### src/sv/rse_pkg.sv
`timescale 1ns / 1ps
// ============================================================================
// rse_pkg - shared types, constants and table builder
// Register codes, job layout between front and back, and the quarter-wave
// sine table that is swept into RAM after reset.
// ============================================================================
package rse_pkg;

   // Quarter-wave table: SINE_TABLE_DEPTH must be a power of two.
   localparam int SINE_TABLE_DEPTH = 1024;
   localparam int QTAB_LOG2        = $clog2(SINE_TABLE_DEPTH);
   localparam int QTAB_ENTRIES     = SINE_TABLE_DEPTH + 1;
   localparam int QTAB_ABITS       = $clog2(QTAB_ENTRIES);
   localparam int QTAB_WIDTH       = 15;
   localparam longint unsigned HALF_PI_Q30 = 64'd1686629713;

   // Winding offsets in volts times 256.
   localparam logic signed [15:0] SIN_OFFSET = 16'sd0;
   localparam logic signed [15:0] COS_OFFSET = 16'sd0;

   // Datapath widths.
   localparam int OUT_WIDTH  = 17;
   localparam int ACC_WIDTH  = 18;
   localparam int FAC_WIDTH  = 17;
   localparam int PROD_WIDTH = ACC_WIDTH + FAC_WIDTH;
   localparam int LANES      = 3;
   localparam int LOOKUPS    = 5;

   // Job queue between front and back.
   localparam int JOBQ_DEPTH = 2;
   localparam int JOBQ_PTR   = $clog2(JOBQ_DEPTH);
   localparam int JOBQ_CNT   = $clog2(JOBQ_DEPTH + 1);

   // Configuration register indexes.
   localparam int CSR_IDX_WIDTH = 3;
   localparam logic [CSR_IDX_WIDTH-1:0] CSR_EXC_STEP   = 3'd0;
   localparam logic [CSR_IDX_WIDTH-1:0] CSR_ROTOR_STEP = 3'd1;
   localparam logic [CSR_IDX_WIDTH-1:0] CSR_EXC_AMP    = 3'd2;
   localparam logic [CSR_IDX_WIDTH-1:0] CSR_SIN_GAIN   = 3'd3;
   localparam logic [CSR_IDX_WIDTH-1:0] CSR_COS_GAIN   = 3'd4;
   localparam logic [CSR_IDX_WIDTH-1:0] CSR_SIN_SHIFT  = 3'd5;
   localparam logic [CSR_IDX_WIDTH-1:0] CSR_COS_SHIFT  = 3'd6;

   localparam logic [31:0] RST_EXC_STEP   = 32'd214748365;
   localparam logic [31:0] RST_ROTOR_STEP = 32'd13671306;
   localparam logic [15:0] RST_EXC_AMP    = 16'd3840;
   localparam logic [15:0] RST_SIN_GAIN   = 16'd26214;
   localparam logic [15:0] RST_COS_GAIN   = 16'd26214;
   localparam logic [15:0] RST_SIN_SHIFT  = 16'd0;
   localparam logic [15:0] RST_COS_SHIFT  = 16'd0;

   typedef struct packed {
      logic [31:0] exc_phase_step;
      logic [31:0] rotor_phase_step;
      logic [15:0] exc_amplitude;
      logic [15:0] sin_gain;
      logic [15:0] cos_gain;
      logic [15:0] sin_phase_shift;
      logic [15:0] cos_phase_shift;
   } csr_type;

   typedef struct packed {
      logic [QTAB_ABITS-1:0] addr;
      logic                  neg;
   } lookup_type;

   // Lookup order: carrier, sine-shifted carrier, cosine-shifted carrier,
   // rotor sine, rotor cosine.
   typedef struct packed {
      lookup_type [LOOKUPS-1:0] look;
      logic [15:0]              rotor_angle;
   } job_type;

   typedef logic [QTAB_WIDTH-1:0] qtab_type [0:SINE_TABLE_DEPTH];

   // Map a phase onto a table address and a sign.
   function automatic lookup_type classify(input logic [31:0] phase);
      logic [1:0]            quad;
      logic [QTAB_LOG2-1:0]  frac;
      logic [QTAB_ABITS-1:0] base;
      lookup_type            res;
      quad     = phase[31:30];
      frac     = phase[29 -: QTAB_LOG2];
      base     = QTAB_ABITS'(SINE_TABLE_DEPTH);
      res.addr = quad[0] ? base - QTAB_ABITS'(frac) : QTAB_ABITS'(frac);
      res.neg  = quad[1];
      return res;
   endfunction

   // Taylor series in Q30 up to x^13, rounded to Q15.
   function automatic qtab_type build_qtab();
      qtab_type          tab;
      longint unsigned   x;
      longint unsigned   t;
      longint unsigned   r;
      longint            sum;
      for (int k = 0; k <= SINE_TABLE_DEPTH; k++) begin
         x   = (HALF_PI_Q30 * 64'(k)) / 64'(SINE_TABLE_DEPTH);
         t   = x;
         sum = longint'(x);
         for (int n = 1; n <= 6; n++) begin
            t = (t * x) >> 30;
            t = (t * x) >> 30;
            case (n)
               1: t = t / 64'd6;
               2: t = t / 64'd20;
               3: t = t / 64'd42;
               4: t = t / 64'd72;
               5: t = t / 64'd110;
               default: t = t / 64'd156;
            endcase
            if ((n & 1) == 1) begin
               sum = sum - longint'(t);
            end else begin
               sum = sum + longint'(t);
            end
         end
         if (sum < 0) begin
            sum = 0;
         end
         r = (longint'(unsigned'(sum)) + 64'd16384) >> 15;
         if (r > 64'd32767) begin
            r = 64'd32767;
         end
         tab[k] = QTAB_WIDTH'(r);
      end
      return tab;
   endfunction

   localparam qtab_type SINE_QTAB = build_qtab();

endpackage

### src/sv/rse_job_queue.sv
`timescale 1ns / 1ps
// ============================================================================
// rse_job_queue - short queue of classified jobs
// Decouples the front from the back so that each side stalls on its own.
// ============================================================================
module rse_job_queue (
   input  logic             clock,
   input  logic             reset,
   input  logic             push,
   input  rse_pkg::job_type push_data,
   output logic             full,
   input  logic             pop,
   output logic             valid,
   output rse_pkg::job_type pop_data
);
   import rse_pkg::*;

   job_type               slot_ff [JOBQ_DEPTH];
   logic [JOBQ_PTR-1:0]   wr_ptr_ff, wr_ptr_in;
   logic [JOBQ_PTR-1:0]   rd_ptr_ff, rd_ptr_in;
   logic [JOBQ_CNT-1:0]   count_ff, count_in;
   logic                  do_push, do_pop;

   assign full     = (count_ff == JOBQ_CNT'(JOBQ_DEPTH));
   assign valid    = (count_ff != '0);
   assign pop_data = slot_ff[rd_ptr_ff];
   assign do_push  = push & ~full;
   assign do_pop   = pop & valid;

   always_comb begin
      wr_ptr_in = do_push ? wr_ptr_ff + 1'b1 : wr_ptr_ff;
      rd_ptr_in = do_pop ? rd_ptr_ff + 1'b1 : rd_ptr_ff;
      count_in  = count_ff + JOBQ_CNT'(do_push) - JOBQ_CNT'(do_pop);
   end

   always_ff @(posedge clock) begin
      if (do_push) begin
         slot_ff[wr_ptr_ff] <= push_data;
      end
      if (reset) begin
         wr_ptr_ff <= '0;
         rd_ptr_ff <= '0;
         count_ff  <= '0;
      end else begin
         wr_ptr_ff <= wr_ptr_in;
         rd_ptr_ff <= rd_ptr_in;
         count_ff  <= count_in;
      end
   end

endmodule

### config.mk
export PLATFORM = sky130hd
export DESIGN_NAME = rse_job_queue
export DESIGN_NICKNAME = d
export VERILOG_FILES = /design/src/sv/rse_pkg.sv /design/src/sv/rse_job_queue.sv
export SDC_FILE = /design/constraint.sdc
export NUM_CORES = 1
export LEC_CHECK = 0
export ABC_CLOCK_PERIOD_IN_PS = 2650
export BUFFER_PORTS_ARGS = -buffer_cell sky130_fd_sc_hd__buf_4
export CAP_MARGIN = 0
export CORE_MARGIN = 2
export CORE_UTILIZATION = 47
export DETAILED_ROUTE_END_ITERATION = 16
export GPL_TIMING_DRIVEN = 0
export PLACE_DENSITY = 0.85
export SYNTH_ARGS = -nofsm -noshare
export SYNTH_HDL_FRONTEND = slang
export SYNTH_SLANG_ARGS = --single-unit
### constraint.sdc
create_clock -name clock -period 2.65 [get_ports clock]
set_input_delay 0.53 -clock clock [delete_from_list [all_inputs] [get_ports clock]]
set_output_delay 0.53 -clock clock [all_outputs]
set_load 0.1 [all_outputs]
==> results by group <==
Global routing
  • All-Layer GR Usage: 16.0%
  • GRT overflow: 0
  • Vias in the first global route: 3242
  • Largest net degree at the start of global routing: 44
  • Initial antenna violation count: 0
  • First-pass GRT wire length: around 16000 um

Drt
  • Via count: roughly 3000
  • WL final: ~11000 um
  • Drt first pass iters: 4
  • Antenna viol nets, final: 0
  • Vias per cell: roughly 4.8
  • Routed wire per std cell: around 17 um
  • DR iter-0 viols: 140
  • DRC: 0

Clock network
  • CTS tree: done
  • Clock Tree Buf Depth: 2
  • # hold bufs at CTS: 0
  • Worst-skew pair later-pin latency: 0.41 ns
  • Sink Count: 157
  • CTS buffer count: 17
  • Setup bufs post-CTS: 0
  • Post-cts resize count: 0
  • Clock-pin slew on the worst setup and hold paths: around 0.06 ns
  • Clock root buffer: clkbuf_16
  • H-tree Lvls: 4

Setup path
  • R2R Setup Slk: roughly 0.33 ns
  • Largest delay share family, worst path: buffers and inverters
  • Crit path kind: flop to flop
  • Worst Setup EP: slot_ff[0][23]
  • FF-to-FF Start: count_ff[0]
  • Worst Path Max Fanout: 40
  • Reg-to-Reg End: slot_ff[0][23]
  • R2R depth: 5
  • Levels on crit path: 5
  • Max stage delay cell, worst path: clkinvlp_4
  • Critical Path Start Type: flop
  • Data required, critical path: between 2 and 3 ns
  • Worst path max stage delay: around 0.76 ns
  • Critical Path End Type: flop
  • Bufs and invs on worst path: 3
  • CP arrival: 2.46 ns
  • Crit-path cells: nand2b_2 -> inv_2 -> or3_1 -> clkinvlp_4 -> buf_12
  • Critical Path Start: count_ff[0]

Die
  • Cell Rows: 40
  • Starting Density: around 49%
  • Die X: between 100 and 150 um
  • Io pins: about 160
  • Die ar.: ~0.013 mm^2
  • Die Y: roughly 120 um
  • CORE AREA: about 0.012 mm^2

Status
  • Status: complete, no violations

STA
  • Fmax: ~430 MHz
  • Final Hold Viols: 0
  • RSZ-0062 raised after global routing: no
  • Setup TNS: 0 ns
  • Pins over their slew limit: 0
  • Minimum clock period: roughly 2.3 ns
  • Final worst slack: ~0.33 ns
  • Slew margin rel.: 36.7%
  • Slew @ Worst Pin: approximately 0.95 ns
  • Setup Skew: approximately 0.0075 ns
  • Finish-stage setup viols: 0
  • Fin crit share: 87.7%

Cells and area
  • Final net count: approximately 520
  • Layout area overhead: 34.4%
  • Final Cell Area: between 0.007 and 0.008 mm^2
  • Share of cells above drive strength 1: 60.6%
  • Most common cell after layout, fill and taps aside: buf_4
  • Leading cell types in the layout, fill and taps excluded: buf_4, edfxtp_1, mux2_4
  • Diode count: 0
  • Non-filler cells, final: a little over 600

Synth
  • Synth warnings: 0
  • Sequential share of the synthesized area: 79.4%
  • Top post-synthesis cells by area: edfxtp_1, mux2_4, mux2_2
  • Synth Instances: ~260
  • Synthesized net count: ~350
  • Synth area leader: edfxtp_1
  • #FFs+latches synth: 157
  • Post-Syn Area: between 0.005 and 0.006 mm^2
  • Distinct cells, synth: 24
  • Syn Area/Cell: 22.3 um^2
  • Area share of the largest cell type after synthesis: 77.7%

Placement
  • Setup Slack @ Placement: approximately 0.19 ns
  • GPL Wtd Cong: ~0.7
  • Placed Cells: 590
  • Placed cell areas: between 0.007 and 0.008 mm^2
  • Dpl hpwl: ~7300 um
  • Port buffer count: around 160

Min path
  • Worst Hold Class: input port to flop

Run
  • Max-Cap Viols: 0
## routing by layer
layer / global-route usage, % / part of all wire [%] / vias up
li1: - / - / 1393
met1: 16.4 / 37 / 1462
met2: 29.0 / 55 / 114
met3: 5.54 / 6.4 / 21
met4: 7.70 / 1.9 / 0
met5: 0 / 0 / -
## state kept, by name, indices dropped and copies added (netlist names), named ones only
signal and cells:
slot_ff 152, count_ff 2, rd_ptr_ff 1, wr_ptr_ff 1
## Yosys cell counts
| cell type | n |
|---|---|
| mux2_4 | 40 |
| xnor2_1 | 1 |
| and3_2 | 1 |
| nor2_1 | 3 |
| inv_1 | 3 |
| nand2b_2 | 1 |
| nor3_1 | 1 |
| inv_2 | 1 |
| or3_1 | 1 |
| nand2_1 | 1 |
| edfxtp_1 | 152 |
| buf_4 | 1 |
| o21a_1 | 1 |
| nor2b_1 | 1 |
| xor2_1 | 1 |
| o21ai_0 | 1 |
| a21oi_1 | 1 |
| dfxtp_1 | 5 |
| ha_1 | 2 |
| buf_6 | 4 |
| mux2_2 | 36 |
| or2_2 | 1 |
| buf_2 | 3 |
| and2_1 | 1 |
## stage by stage
| stage | hold slack [ns] | util, % |
|---|---|---|
| after global routing | 0.279 | 65.2 |
| final | 0.301 | 65.2 |
| after CTS | 0.280 | 65.2 |
| after floorplan | 0.451 | - |
| after detailed placement | 0.492 | 60.4 |
| after global placement | 0.463 | 60.0 |
## cell families after synthesis
logic type                 share of synthesized area (%)
DFF                                                 79.4
buffers and inverters                               1.41
and+or+nand+nor                                     1.04
AOI/OAI and AO/OA                                  0.298
muxes                                               17.1
adders and majority gates                          0.426
xor gates and xnor gates                           0.298
## area by class of cell
type | instances | area (um^2)
Clock buffer | 21 | 440
Clock inverter | 11 | 144
Fill cell | 829 | 4220
Inverter | 4 | 18.8
Buffer | 8 | 67.6
Sequential cell | 157 | 4660
Tap cell | 168 | 210
Multi-Input combinational cell | 94 | 1130
Timing Repair Buffer | 159 | 1220
## worst min-delay path by stage
stage	cells after the start	start	end
5_1_grt	1	push_data[22]	slot_ff[0][22]
4_1_cts	1	push_data[12]	slot_ff[1][12]
3_3_place_gp	2	wr_ptr_ff	wr_ptr_ff
6_report	1	push_data[60]	slot_ff[1][60]
3_5_place_dp	2	wr_ptr_ff	wr_ptr_ff
2_1_floorplan	2	wr_ptr_ff	wr_ptr_ff
Power is left out: the tool's default activity adds up to more than one toggle a clock period on the data nets, which glitch-free logic cannot reach.
