`src/sv/rse_pkg.sv`:
```
`timescale 1ns / 1ps
// ============================================================================
// rse_pkg - shared types, constants and table builder
// Register codes, job layout between front and back, and the quarter-wave
// sine table that is swept into RAM after reset.
// ============================================================================
package rse_pkg;

   // Quarter-wave table: SINE_TABLE_DEPTH must be a power of two.
   localparam int SINE_TABLE_DEPTH = 1024;
   localparam int QTAB_LOG2        = $clog2(SINE_TABLE_DEPTH);
   localparam int QTAB_ENTRIES     = SINE_TABLE_DEPTH + 1;
   localparam int QTAB_ABITS       = $clog2(QTAB_ENTRIES);
   localparam int QTAB_WIDTH       = 15;
   localparam longint unsigned HALF_PI_Q30 = 64'd1686629713;

   // Winding offsets in volts times 256.
   localparam logic signed [15:0] SIN_OFFSET = 16'sd0;
   localparam logic signed [15:0] COS_OFFSET = 16'sd0;

   // Datapath widths.
   localparam int OUT_WIDTH  = 17;
   localparam int ACC_WIDTH  = 18;
   localparam int FAC_WIDTH  = 17;
   localparam int PROD_WIDTH = ACC_WIDTH + FAC_WIDTH;
   localparam int LANES      = 3;
   localparam int LOOKUPS    = 5;

   // Job queue between front and back.
   localparam int JOBQ_DEPTH = 2;
   localparam int JOBQ_PTR   = $clog2(JOBQ_DEPTH);
   localparam int JOBQ_CNT   = $clog2(JOBQ_DEPTH + 1);

   // Configuration register indexes.
   localparam int CSR_IDX_WIDTH = 3;
   localparam logic [CSR_IDX_WIDTH-1:0] CSR_EXC_STEP   = 3'd0;
   localparam logic [CSR_IDX_WIDTH-1:0] CSR_ROTOR_STEP = 3'd1;
   localparam logic [CSR_IDX_WIDTH-1:0] CSR_EXC_AMP    = 3'd2;
   localparam logic [CSR_IDX_WIDTH-1:0] CSR_SIN_GAIN   = 3'd3;
   localparam logic [CSR_IDX_WIDTH-1:0] CSR_COS_GAIN   = 3'd4;
   localparam logic [CSR_IDX_WIDTH-1:0] CSR_SIN_SHIFT  = 3'd5;
   localparam logic [CSR_IDX_WIDTH-1:0] CSR_COS_SHIFT  = 3'd6;

   localparam logic [31:0] RST_EXC_STEP   = 32'd214748365;
   localparam logic [31:0] RST_ROTOR_STEP = 32'd13671306;
   localparam logic [15:0] RST_EXC_AMP    = 16'd3840;
   localparam logic [15:0] RST_SIN_GAIN   = 16'd26214;
   localparam logic [15:0] RST_COS_GAIN   = 16'd26214;
   localparam logic [15:0] RST_SIN_SHIFT  = 16'd0;
   localparam logic [15:0] RST_COS_SHIFT  = 16'd0;

   typedef struct packed {
      logic [31:0] exc_phase_step;
      logic [31:0] rotor_phase_step;
      logic [15:0] exc_amplitude;
      logic [15:0] sin_gain;
      logic [15:0] cos_gain;
      logic [15:0] sin_phase_shift;
      logic [15:0] cos_phase_shift;
   } csr_type;

   typedef struct packed {
      logic [QTAB_ABITS-1:0] addr;
      logic                  neg;
   } lookup_type;

   // Lookup order: carrier, sine-shifted carrier, cosine-shifted carrier,
   // rotor sine, rotor cosine.
   typedef struct packed {
      lookup_type [LOOKUPS-1:0] look;
      logic [15:0]              rotor_angle;
   } job_type;

   typedef logic [QTAB_WIDTH-1:0] qtab_type [0:SINE_TABLE_DEPTH];

   // Map a phase onto a table address and a sign.
   function automatic lookup_type classify(input logic [31:0] phase);
      logic [1:0]            quad;
      logic [QTAB_LOG2-1:0]  frac;
      logic [QTAB_ABITS-1:0] base;
      lookup_type            res;
      quad     = phase[31:30];
      frac     = phase[29 -: QTAB_LOG2];
      base     = QTAB_ABITS'(SINE_TABLE_DEPTH);
      res.addr = quad[0] ? base - QTAB_ABITS'(frac) : QTAB_ABITS'(frac);
      res.neg  = quad[1];
      return res;
   endfunction

   // Taylor series in Q30 up to x^13, rounded to Q15.
   function automatic qtab_type build_qtab();
      qtab_type          tab;
      longint unsigned   x;
      longint unsigned   t;
      longint unsigned   r;
      longint            sum;
      for (int k = 0; k <= SINE_TABLE_DEPTH; k++) begin
         x   = (HALF_PI_Q30 * 64'(k)) / 64'(SINE_TABLE_DEPTH);
         t   = x;
         sum = longint'(x);
         for (int n = 1; n <= 6; n++) begin
            t = (t * x) >> 30;
            t = (t * x) >> 30;
            case (n)
               1: t = t / 64'd6;
               2: t = t / 64'd20;
               3: t = t / 64'd42;
               4: t = t / 64'd72;
               5: t = t / 64'd110;
               default: t = t / 64'd156;
            endcase
            if ((n & 1) == 1) begin
               sum = sum - longint'(t);
            end else begin
               sum = sum + longint'(t);
            end
         end
         if (sum < 0) begin
            sum = 0;
         end
         r = (longint'(unsigned'(sum)) + 64'd16384) >> 15;
         if (r > 64'd32767) begin
            r = 64'd32767;
         end
         tab[k] = QTAB_WIDTH'(r);
      end
      return tab;
   endfunction

   localparam qtab_type SINE_QTAB = build_qtab();

endpackage

```
`src/sv/rse_front.sv`:
```
`timescale 1ns / 1ps
// ============================================================================
// rse_front - phase accumulators and lookup classification
// Accepts ticks, applies restart, forms the five table lookups of a sample.
// ============================================================================
module rse_front (
   input  logic             clock,
   input  logic             reset,
   input  logic             push,
   input  logic             req_restart,
   output logic             full,
   input  rse_pkg::csr_type csr,
   input  logic             clearing,
   output logic             job_push,
   output rse_pkg::job_type job_data,
   input  logic             job_full
);
   import rse_pkg::*;

   logic [31:0] carrier_ff, carrier_in;
   logic [31:0] angle_ff, angle_in;
   logic [31:0] carrier_now, angle_now;
   logic        accept;

   assign full     = job_full | clearing;
   assign accept   = push & ~full;
   assign job_push = accept;

   always_comb begin
      carrier_now = req_restart ? '0 : carrier_ff;
      angle_now   = req_restart ? '0 : angle_ff;
      carrier_in  = carrier_ff;
      angle_in    = angle_ff;
      if (accept) begin
         carrier_in = carrier_now + csr.exc_phase_step;
         angle_in   = angle_now + csr.rotor_phase_step;
      end
      job_data.look[0]     = classify(carrier_now);
      job_data.look[1]     = classify(carrier_now + {csr.sin_phase_shift, 16'h0000});
      job_data.look[2]     = classify(carrier_now + {csr.cos_phase_shift, 16'h0000});
      job_data.look[3]     = classify(angle_now);
      job_data.look[4]     = classify(angle_now + 32'h4000_0000);
      job_data.rotor_angle = angle_now[31:16];
   end

   always_ff @(posedge clock) begin
      if (reset) begin
         carrier_ff <= '0;
         angle_ff   <= '0;
      end else begin
         carrier_ff <= carrier_in;
         angle_ff   <= angle_in;
      end
   end

endmodule

```
`config.mk`:
```
export PLATFORM = sky130hd
export DESIGN_NAME = rse_front
export DESIGN_NICKNAME = d
export VERILOG_FILES = /design/src/sv/rse_pkg.sv /design/src/sv/rse_front.sv
export SDC_FILE = /design/constraint.sdc
export NUM_CORES = 1
export LEC_CHECK = 0
export ABC_AREA = 1
export BUFFER_PORTS_ARGS = -buffer_cell sky130_fd_sc_hd__buf_2
export CAP_MARGIN = 10
export CORE_ASPECT_RATIO = 1.5
export CORE_UTILIZATION = 40
export CTS_BUF_LIST = sky130_fd_sc_hd__clkbuf_2
export CTS_CLUSTER_SIZE = 16
export DETAILED_ROUTE_END_ITERATION = 8
export GPL_ROUTABILITY_DRIVEN = 0
export PLACE_DENSITY_LB_ADDON = 0.15
export SLEW_MARGIN = 15
export SYNTH_ARGS = -nofsm -noshare
export SYNTH_HDL_FRONTEND = slang
export SYNTH_SLANG_ARGS = --single-unit
```
`constraint.sdc`:
```
create_clock -name clock -period 3.75 [get_ports clock]
set_input_delay 0.5625 -clock clock [delete_from_list [all_inputs] [get_ports clock]]
set_output_delay 0.5625 -clock clock [all_outputs]
set_load 0.01 [all_outputs]
```
==> results.ini <==
[status]
outcome = completed

[synthesis]
synth.most_common_cell = nand2_1
avgSynthCellArea_sq_um = 5.48
syn_nets = 1901
yosys-top-cells-count = 442 x nand2_1, 310 x inv_1, 186 x nor2_1, 146 x a21oi_1, 130 x o21ai_0
synth_cell_types = 43
synth_area_leaders = nand2_1 18%, dfxtp_1 14%, inv_1 13%
synth_largest_area_cell = nand2_1
synth_edf_count = 0
synth_top_area_share = 0.180
synth_area_sq_um = 9210
synth-warning-count = 0
synth-seq-cells = 64
synth-async-reset-ratio = 0
syn_inst = 1680
synth-seq-area-share = 0.139
synth_ff_type = dfxtp_1

[timing]
period_share = 0.938
relSlewSlack = 0.491
drv_slew = 0
min_period_ns = 3.52
finalClockSkew_ns = 0.0402
hold_viol = 0
setup_tns_ns = 0
worstMarginPinSlew_ns = 0.761
finalSetupViolCount = 0
worst_slack_ns = 0.233
fmax_ghz = 0.284

[clocking]
cts-root-buf = clkbuf_2
cts.sinks = 64
post-cts-setup-buffers = 0
clk-insertion-delay-late_ns = 0.57
postCtsHoldBufs = 0
htreeDepth = 3
tritoncts = yes
clockBufferDepth = 2
numCtsBuffers = 9
clkTransAtPathRegs_ns = 0.23

[global_routing]
track_usage = 0.262
grt_remaining_overflow = 0
antenna_found_initial = 4
grt_pass1_vias = 10500
grt_pass1_wl_um = 49800
grt_max_degree = 46

[drt]
final_antenna_net_count = 0
drc_errors = 0
vias = 10800
via_per_inst = 5.05
firstDrtPassIters = 7
drt_iter0_drc = 498
wirelength_um = 30300
routedWlPerCell_um = 14.1

[setup_path]
cp_top_family = simple AND/OR/NAND/NOR gates
crit_cells = 14
critPathSlowestCell = dfxtp_1
max_stage_delay_ns = 0.41
startpoint_type = flip-flop
path_buf_inv = 4
reg2regPathDepth = 15
critPathArrivalTime_ns = 2.95
crit_type = flip-flop to output pin
required_ns = 3.19
path_max_fanout = 14
cp-end-kind = output pin
crit_path_cell_trace = inv_1 > nor2_1 > ha_1 > inv_1 > nor3_2 > nand3_1 > nand2_1 > nand2_1 > nand2_4 > o21ai_1 > nand3_1 > nand2_1 > inv_1 > buf_2

[power_and_ir_drop]
p_switching_mw = 0.948
pwr-share-clk = 0.200
swShare = 0.438
p_comb_frac = 0.460
seqPwrFrac = 0.340
power_density_nw_per_um2 = 204
peakVddDrop_mv = 0.122
power.static_leakage_nw = 6.35
intPower_mw = 1.22

[final_layout]
final_nets = 2078
register_area_sq_um = 1280
drive_gt1_frac = 0.142
multi_input_area_sq_um = 6610
area_growth_pct = 15.4
n_fill_cell = 2507

[hold_path]
hp-class = input pin to flip-flop
whs_path_depth = 4

[die]
rows = 67
die_w_um = 126
die_y_um = 188
ios = 228
coreArea_sq_um = 22500
dieArea_sq_um = 23600
start_util = 0.410

[placement]
hpwlAfterDp_um = 25200
pre_cts_slack_ns = 0.184
portBuffers = 179

[flow_run]
maxCapViolCount = 0

through the flow:
| step | power (mW) | hold slack, ns | util | std cells | cell area, sq um |
|---|---|---|---|---|---|
| 6_report | 2.16 | 0.384 | 0.473 | 2141 | 10600 |
| 3_5_place_dp | 1.73 | 0.445 | 0.464 | 2122 | 10400 |
| 2_1_floorplan | 1.42 | 0.430 | - | 1680 | 9210 |
| 3_3_place_gp | 1.72 | 0.444 | 0.464 | 2122 | 10400 |
| 4_1_cts | 2.19 | 0.330 | 0.469 | 2137 | 10500 |
| 5_1_grt | 2.36 | 0.376 | 0.473 | 2139 | 10600 |
power groups by stage:
stage	Clock, mW	Sequential, mW	Combinational (mW)
4_1_cts	0.463	0.736	0.986
5_1_grt	0.483	0.741	1.13
3_5_place_dp	0	0.750	0.981
6_report	0.432	0.736	0.996
2_1_floorplan	0	0.744	0.678
3_3_place_gp	0	0.749	0.973
area by class of cell:
class / instances / share of cell area
Antenna cell: 4 / 0.000942
Clock buffer: 9 / 0.00424
Sequential cell: 64 / 0.121
Inverter: 318 / 0.113
Multi-Input combinational cell: 1262 / 0.622
Clock inverter: 6 / 0.00483
Tap cell: 276 / 0.0325
Timing Repair Buffer: 202 / 0.101
state kept, by name, indices dropped and copies added (netlist names):
register / count
angle_ff: 32
carrier_ff: 32
placed cells by master, fill, tap and decap left out, types with 12 or more instances in the layout:
cell type	count
nor2_1	177
buf_2	178
nor3_1	17
nand3_1	96
dfxtp_1	64
o21ai_1	15
o21bai_1	13
nand4_1	12
xor2_1	45
o21ai_0	130
nand2_1	440
xnor2_1	15
inv_1	310
buf_4	21
ha_1	69
a21oi_1	145
metal layers:
metal / track usage / routed length, um / vias up / share of wire
met5: 0 / 0 / - / 0
met4: 0.125 / 1240 / 0 / 0.041
met3: 0.0243 / 972 / 69 / 0.032
met2: 0.518 / 16200 / 260 / 0.54
met1: 0.271 / 11800 / 4774 / 0.39
li1: - / - / 5700 / -
kinds of logic after synthesis:
group / share of synthesized area
buffers and inverters: 0.152
DFF: 0.139
adders and majority gates: 0.0981
xor gates and xnor gates: 0.0571
AOI/OAI and AO/OA: 0.196
and+or+nand+nor: 0.358
path summary, 6_finish.rpt:
kind                               start                           to  slack, ns
max          carrier_ff[28]$_SDFFE_PP0P_                 job_data[38]       0.23
min                             csr[112]   carrier_ff[0]$_SDFFE_PP0P_       0.38
max reg2reg   carrier_ff[0]$_SDFFE_PP0P_  carrier_ff[26]$_SDFFE_PP0P_       1.14
min reg2reg   carrier_ff[0]$_SDFFE_PP0P_   carrier_ff[0]$_SDFFE_PP0P_       0.47
repair_timing:
item | CTS | global route
setup endpoints to repair | 10 | 21
pin swaps | 0 | 1
gates resized for setup | 3 | 22
worst reg2reg max path, delay by kind of cell (launching register included):
family | cells | cell delay [ns]
AO/OA/AOI/OAI | 4 | 0.83
AND/OR/NAND/NOR | 6 | 0.64
flip-flops | 1 | 0.36
buffers and inverters | 3 | 0.15
adder cells (fa/ha/maj) | 2 | 0.60
Note: power is estimated with default switching activity, not from simulation.
